==> src/sv/bspt_pkg.sv <==
// shared constants, types and helpers for the b-spline span tessellator
`default_nettype none
package bspt_pkg;

  localparam int MAX_POINTS = 256;
  localparam int SAMPLES    = 25;
  localparam int KNOT_DEPTH = MAX_POINTS + 4;
  localparam int PT_AW      = $clog2(MAX_POINTS);
  localparam int KNOT_AW    = $clog2(KNOT_DEPTH);
  localparam int CW         = 32;
  localparam int IDX_W      = 9;
  localparam int CNT_W      = 9;
  localparam int SPAN_FIRST = 3;
  localparam int DEGREE     = 3;
  localparam int BASIS_N    = 7;
  localparam int SAMP_W     = $clog2(SAMPLES);
  localparam int REM_W      = $clog2(SAMPLES);
  localparam int QW         = 33;
  localparam int PROD_W     = 64;
  localparam int TERM_W     = 35;
  localparam int SUM_W      = 36;
  localparam int POINT_RESET = 4;

  // reciprocal of the sample count, exact for any 32 bit span
  localparam int RECIP_SHIFT = 35;
  localparam logic [CW-1:0] RECIP_MUL =
    CW'(((64'd1 << RECIP_SHIFT) + SAMPLES - 1) / SAMPLES);

  typedef logic [1:0] mode_t;
  localparam mode_t MODE_POINT = 2'd0;
  localparam mode_t MODE_KNOT  = 2'd1;
  localparam mode_t MODE_DRAW  = 2'd2;

  typedef struct packed {
    logic                 start;
    logic signed [QW-1:0] num;
    logic signed [QW-1:0] den;
  } ratio_req_t;

  typedef struct packed {
    logic                 done;
    logic signed [QW-1:0] q;
  } ratio_rsp_t;

  function automatic logic signed [QW-1:0] sx33(input logic signed [CW-1:0] v);
    return {v[CW-1], v};
  endfunction

  function automatic logic [CW-1:0] mag33(input logic signed [QW-1:0] v);
    logic signed [QW-1:0] t;
    t = v[QW-1] ? -v : v;
    return t[CW-1:0];
  endfunction

  function automatic logic signed [TERM_W-1:0] apply_sign(input logic [PROD_W-1:0] p,
                                                          input logic neg);
    logic signed [TERM_W-1:0] m;
    m = {1'b0, p[PROD_W-1:30]};
    return neg ? -m : m;
  endfunction

endpackage
`default_nettype wire

==> src/sv/bspt_ratio.sv <==
// serial q2.30 ratio unit, one quotient bit per cycle, saturated to +-2.0, zero result for a zero divisor
`default_nettype none
module bspt_ratio (
  input  wire logic                 clk,
  input  wire logic                 rst_n,
  input  wire bspt_pkg::ratio_req_t req,
  output bspt_pkg::ratio_rsp_t      rsp
);

  localparam int QW = bspt_pkg::QW;

  logic              busy_r, done_r, neg_r, lsb_r;
  logic [4:0]        cnt_r;
  logic [QW-1:0]     rem_r, ud_r;
  logic [30:0]       q_r;
  logic signed [QW-1:0] res_r;

  logic [QW-1:0]     un, ud;
  logic              neg, big;
  logic [QW:0]       rs, diff;
  logic              ge;
  logic [30:0]       q_nxt;

  always_comb begin
    neg   = req.num[QW-1] ^ req.den[QW-1];
    un    = req.num[QW-1] ? QW'(-req.num) : QW'(req.num);
    ud    = req.den[QW-1] ? QW'(-req.den) : QW'(req.den);
    big   = {1'b0, un} >= {ud, 1'b0};
    rs    = {rem_r, (cnt_r == 5'd0) ? lsb_r : 1'b0};
    ge    = rs >= {1'b0, ud_r};
    diff  = rs - {1'b0, ud_r};
    q_nxt = {q_r[29:0], ge};
  end

  always_ff @(posedge clk) begin
    if (!rst_n) begin
      busy_r <= 1'b0;
      done_r <= 1'b0;
    end else begin
      done_r <= 1'b0;
      if (req.start) begin
        neg_r <= neg;
        if (req.den == '0) begin
          res_r  <= '0;
          done_r <= 1'b1;
        end else if (big) begin
          res_r  <= neg ? -(QW'(1) <<< 31) : (QW'(1) <<< 31);
          done_r <= 1'b1;
        end else begin
          busy_r <= 1'b1;
          rem_r  <= {1'b0, un[QW-1:1]};
          ud_r   <= ud;
          lsb_r  <= un[0];
          cnt_r  <= '0;
          q_r    <= '0;
        end
      end else if (busy_r) begin
        rem_r <= ge ? diff[QW-1:0] : rs[QW-1:0];
        q_r   <= q_nxt;
        cnt_r <= cnt_r + 5'd1;
        if (cnt_r == 5'd30) begin
          busy_r <= 1'b0;
          done_r <= 1'b1;
          res_r  <= neg_r ? -{2'b00, q_nxt} : {2'b00, q_nxt};
        end
      end
    end
  end

  assign rsp = '{done: done_r, q: res_r};

endmodule
`default_nettype wire

==> config.mk <==
export PLATFORM = sky130hd
export DESIGN_NAME = bspt_ratio
export DESIGN_NICKNAME = d
export VERILOG_FILES = /design/src/sv/bspt_pkg.sv /design/src/sv/bspt_ratio.sv
export SDC_FILE = /design/constraint.sdc
export NUM_CORES = 1
export LEC_CHECK = 0
export BUFFER_PORTS_ARGS = -buffer_cell sky130_fd_sc_hd__buf_2
export CAP_MARGIN = 20
export CORE_MARGIN = 2
export CORE_UTILIZATION = 60
export CTS_CLUSTER_SIZE = 24
export DETAILED_ROUTE_END_ITERATION = 10
export HOLD_SLACK_MARGIN = 0.06
export PLACE_DENSITY = 0.81
export SKIP_CTS_REPAIR_TIMING = 1
export SYNTH_ARGS = -nofsm -noshare
export SYNTH_HDL_FRONTEND = slang
export SYNTH_SLANG_ARGS = --single-unit
==> constraint.sdc <==
create_clock -name clk -period 7.6 [get_ports clk]
set_clock_uncertainty 0.1 [all_clocks]
set_input_delay 0 -clock clk [delete_from_list [all_inputs] [get_ports clk]]
set_output_delay 0 -clock clk [all_outputs]
set_load 0.02 [all_outputs]
After elaboration in Yosys (flattened, before gate mapping)

Index checks and enable logic that the tools add are counted.

Input bits: 69
Register bits: 138
Output and inout port bits: 34
Logic and storage cells: 65

Equal/unequal tests: 4
Reduce and logical (&&, ||, !) cells: 9
Add/subtract/negate cells: 5
Multiplexer cells: 33
Bitwise operators: 3
$lt $le $gt $ge: 2

Operator list:

| kind                                          | count |
|---|---|
| 2-to-1 mux 33 bit                             | 14 |
| 2-to-1 mux 30 bit                             | 4 |
| negation 33 bit                               | 2 |
| >= comparator 33 x 34 -> 1 bit                | 1 |
| >= comparator 34 x 33 -> 1 bit                | 1 |
| logical NOT 33 bit                            | 1 |
| negation 31 -> 33 bit                         | 1 |
| subtractor 33 bit                             | 1 |
| 2-to-1 mux 5 bit                              | 4 |
| AND reduction 4 bit                           | 3 |
| 2-to-1 mux 1 bit                              | 11 |
| adder 5 x 1 -> 5 bit, second input constant   | 1 |
| == test 5 bit, second input constant          | 1 |
| logical NOT 5 bit                             | 1 |
| != test 2 bit, second input constant          | 2 |
| AND reduction 2 bit                           | 2 |
| nonzero test 2 bit                            | 2 |
| != test 3 x 1 -> 1 bit, second input constant | 1 |
| inverter 1 bit                                | 2 |
| bitwise XOR 1 bit                             | 1 |

Longest topological paths before layout

Word-level depth: 8
Mapped depth: 23
Depth with buffers taken out: 20

Worst setup path before layout

OpenSTA, ideal clock, no wires.

Path type: input to register
From: input req[5] (netlist bit)
To: register cnt_r[0], enable pin
Setup slack: 0.865 ns
Buffers on the path: 0
Stages: 17
Library setup time: 1.092 ns
Required time: 6.408 ns
Data arrival time: 5.543 ns
Cell sequence: nor4_1 nand4b_1 or4_1 nor3_2 nand2_1 o21ai_0 xnor2_1 inv_1 ha_1 nand2_1 or4b_2 a21oi_1 nor2_1 o211ai_1 a221oi_1 o21ai_1 o21ai_0

Word-level cells in the longest chain between the ends: 5
Elaborated cells on any way between the ends: 7
Classes of those cells: add/sub: 1; order compare: 1; eq/ne: 2; mux: 1; reduce/logical: 2

Ends and longest elaborated chain:

| item                           | line             | text |
|---|---|---|
| start, declared                | bspt_ratio.sv:6  | `input wire bspt_pkg::ratio_req_t req,` |
| negation 33 bit                | bspt_ratio.sv:27 | `ud = req.den[QW-1] ? QW'(-req.den) : QW'(req.den);` |
| 2-to-1 mux 33 bit              | bspt_ratio.sv:27 |  |
| named net ud[30]               | bspt_ratio.sv:18 | `logic [QW-1:0] un, ud;` |
| >= comparator 33 x 34 -> 1 bit | bspt_ratio.sv:28 | `big = {1'b0, un} >= {ud, 1'b0};` |
| != test 2 bit (no line)        | --               |  |
| AND reduction 4 bit (no line)  | --               |  |
| end signal, assigned           | bspt_ratio.sv:60 | `cnt_r <= cnt_r + 5'd1;` |
| end, declared                  | bspt_ratio.sv:13 | `logic [4:0] cnt_r;` |

The timed path passes the listed nets, and every way through them passes these cells.
A chain may end at the register's enable or synchronous reset.

Worst setup path in the final report

From: input req[5] (netlist bit)
To: register rem_r[1], enable pin

Word-level cells in the longest chain between the ends: 5
Elaborated cells on any way between the ends: 7
Classes of those cells: add/sub: 1; order compare: 1; eq/ne: 2; mux: 1; reduce/logical: 2

Ends and longest elaborated chain:

| item                            | line             | text |
|---|---|---|
| negation 33 bit                 | bspt_ratio.sv:27 |  |
| 2-to-1 mux 33 bit               | bspt_ratio.sv:27 |  |
| >= comparator 33 x 34 -> 1 bit  | bspt_ratio.sv:28 |  |
| != test 2 bit (no line)         | --               |  |
| AND reduction 4 bit (no line) * | --               |  |
| end signal, assigned            | bspt_ratio.sv:51 | `rem_r <= {1'b0, un[QW-1:1]};` |
| end signal, assigned            | bspt_ratio.sv:58 | `rem_r <= ge ? diff[QW-1:0] : rs[QW-1:0];` |
| end, declared                   | bspt_ratio.sv:14 | `logic [QW-1:0] rem_r, ud_r;` |

Mark *: on every way between the ends. The rest lies on a longest branch, timed or not.

==> run metrics <==
status finished, final reports clean; # clock sinks 138; area grow syn2layout 18.1%; global routing usage on met2 0.423; final hold slack 0.0202 ns; row count 46; RR Endpoint res_r[28]; H-tree levels 4; #FFs+latches synth 138; maximum VDD drop 0.203 mV; Area contributors post-synth edfxtp_1, ha_1, xor2_1; dpl ws 2.13 ns; I/O Buffers 102; CTS tree yes; total grt overflow 0; Post-Syn Instances 1033; clock buffer depth 2; setup TNS 0 ns; Syn Area/Cell 9.57 µm²; Num CTS Buffers 17; CP arrival 5.98 ns; Antenna Nets Post-Route 0; R2R Setup Slk 2.07 ns; root cell of the clock tree clkbuf_16; I/O pins 103; Routability Congestion 0.975; DRT iter0 DRCs 967; global-route wire length before repair 38800 µm; final setup margin 1.58 ns; met1 usage 0.403; largest net degree at the start of global routing 94; Die Area 17500 µm²; worst-path fanout max 68; clock slew at reported path FFs 0.06 ns; CP endpoint kind register; Peak Freq 166 MHz; total design power 2660 µW; hold path endpoint rem_r[22]; share of layout cells above drive strength 1 0.139; Synth top area share 0.413; Worst Tran Pin Value 1.03 ns; CP required 7.56 ns; core area 16000 µm²; number of enable flip-flop cells after synthesis 136; maxcap violations 0; via count 8673; asr flop ratio synth 0; Most Used Layer, Global Route met2; Setup crit start kind primary input; Synth Flop Type edfxtp_1; clk_lat worst skew 0.44 ns; Starting Density 0.618; Tmin final 6.02 ns; hold path cells 4; Slew Limit Fails 0; Vias per Instance 6.20; Synth Warn # 0; drt pass-1 iters 8; initial antenna violation count 0; met3 usage 0.0477; post-synthesis cell area 9880 µm²; dpl cells 1318; Max transition margin 0.311; Min-Delay Path Class in -> reg; Synth cell types 67; chip height 132 µm; Tcrit/Tclk final 0.792; cell area power density 228 nW/µm²; Worst R2R Start cnt_r[0]; Post-Syn Nets 1174; final setup vio count 0; post-synth top area cell edfxtp_1; All-Layer GR Usage 0.278; Layout Cells excl Fill 1399; RSZ-0062 raised after global routing false; Layout Nets 1311; Die W 132 µm; crit path kind in -> reg; ant diodes 0; final hold vios 0; WL final 25800 µm; Wirelength per Cell 18.5 µm; R2R depth 20; DRC viols 0; worst min-delay path startpoint req[56]; Detail Placement HPWL 17300 µm; vias in the first global route 7586; Static Leak 0.00479 µW; Seq/Total Area, Yosys 0.417
## area by class of cell
type	instances	area [µm²]
repair buffers	157	1080
clock buffers	17	425
well taps	216	270
multi-input cells	774	5310
flip-flops and latches	138	4120
fillers	1113	4330
inverters	82	308
clock inverters	15	156
## through the flow
step	utilization	cell area, µm²
after CTS	0.698	11200
after detailed placement	0.662	10600
final	0.730	11700
after floorplan	-	9880
after global routing	0.730	11700
after global placement	0.660	10600
## kinds of logic after synthesis
logic type	share of synthesized area
compound gates	0.165
xor+xnor	0.105
fa+ha+maj	0.0919
buf+inv	0.0468
flops	0.417
mux	0.00646
simple gates	0.167
## worst max-delay path by stage
stage	from	endpoint	slack, ns
detailed placement	req[3]	rem_r[9]	2.13
global placement	req[3]	ud_r[7]	2.20
floorplan	req[5]	cnt_r[0]	0.87
finish	req[5]	rem_r[1]	1.58
global route	req[5]	rem_r[12]	1.28
CTS	cnt_r[0]	res_r[30]	2.12
## metal layers
layer / wire length, µm / vias to the layer above
met5: 0 / -
met4: 657 / 0
met3: 2080 / 63
met2: 11900 / 420
met1: 11200 / 4145
li1: - / 4045
## critical path, cell delays in order
cell           delay (ns)
dlygate4sd3_1        0.53
buf_2                0.14
nor4_1               0.75
nand4b_1             0.43
or4_1                0.60
o21ai_0              0.33
xor2_1               0.30
ha_1                 0.30
a21o_1               0.18
a21o_1               0.16
a21o_1               0.17
a21o_1               0.18
a21o_1               0.17
a21o_1               0.17
a221oi_1             0.48
o21ai_1              0.25
o21ai_4              0.10
buf_4                0.73
## state kept, by name (all words and copies together), names as in the netlist
name,count
rem_r,33
res_r,33
ud_r,33
q_r,30
cnt_r,5
busy_r,1
done_r,1
lsb_r,1
neg_r,1
## synth_stat cells, drive strengths merged (3+ instances only)
master and number:
a211oi 3, inv 81, a31o 3, nand4 15
nand2b 10, mux2 3, a31oi 22, buf 11
or3 13, edfxtp 136, o31ai 28, nor4 9
xor2 60, ha 71, clkbuf 28, or2 5
and2 4, o211ai 3, o21a 6, or4 12
nand2 89, xnor2 59, a21o 21, nand3 13
nor2b 37, a21oi 54, o21ai 51, mux2i 3
and3 6, nor2 96, nor3 19, o41ai 22
## power breakdown
part           switching (µW)  total [µW]  internal (µW)
Sequential               48.5         994            946
Combinational             511         847            336
Clock                     357         820            463
Total                     916        2660           1740
## cell usage in the layout (no fill, tap or decap), drive strengths merged, types with 9 or more instances in the layout
cell type,instances
inv,89
or3,13
xor2,60
nand2,89
a31oi,22
o21ai,51
buf,109
a21oi,54
nand4,15
dlygate4sd3,48
edfxtp,136
a21o,21
nand3,13
nor2,96
xnor2,59
clkbuf,17
nor3,19
nor4,9
nor2b,37
nand2b,10
o31ai,28
o41ai,22
or4,12
ha,71
(Power assumes the default switching activity.)
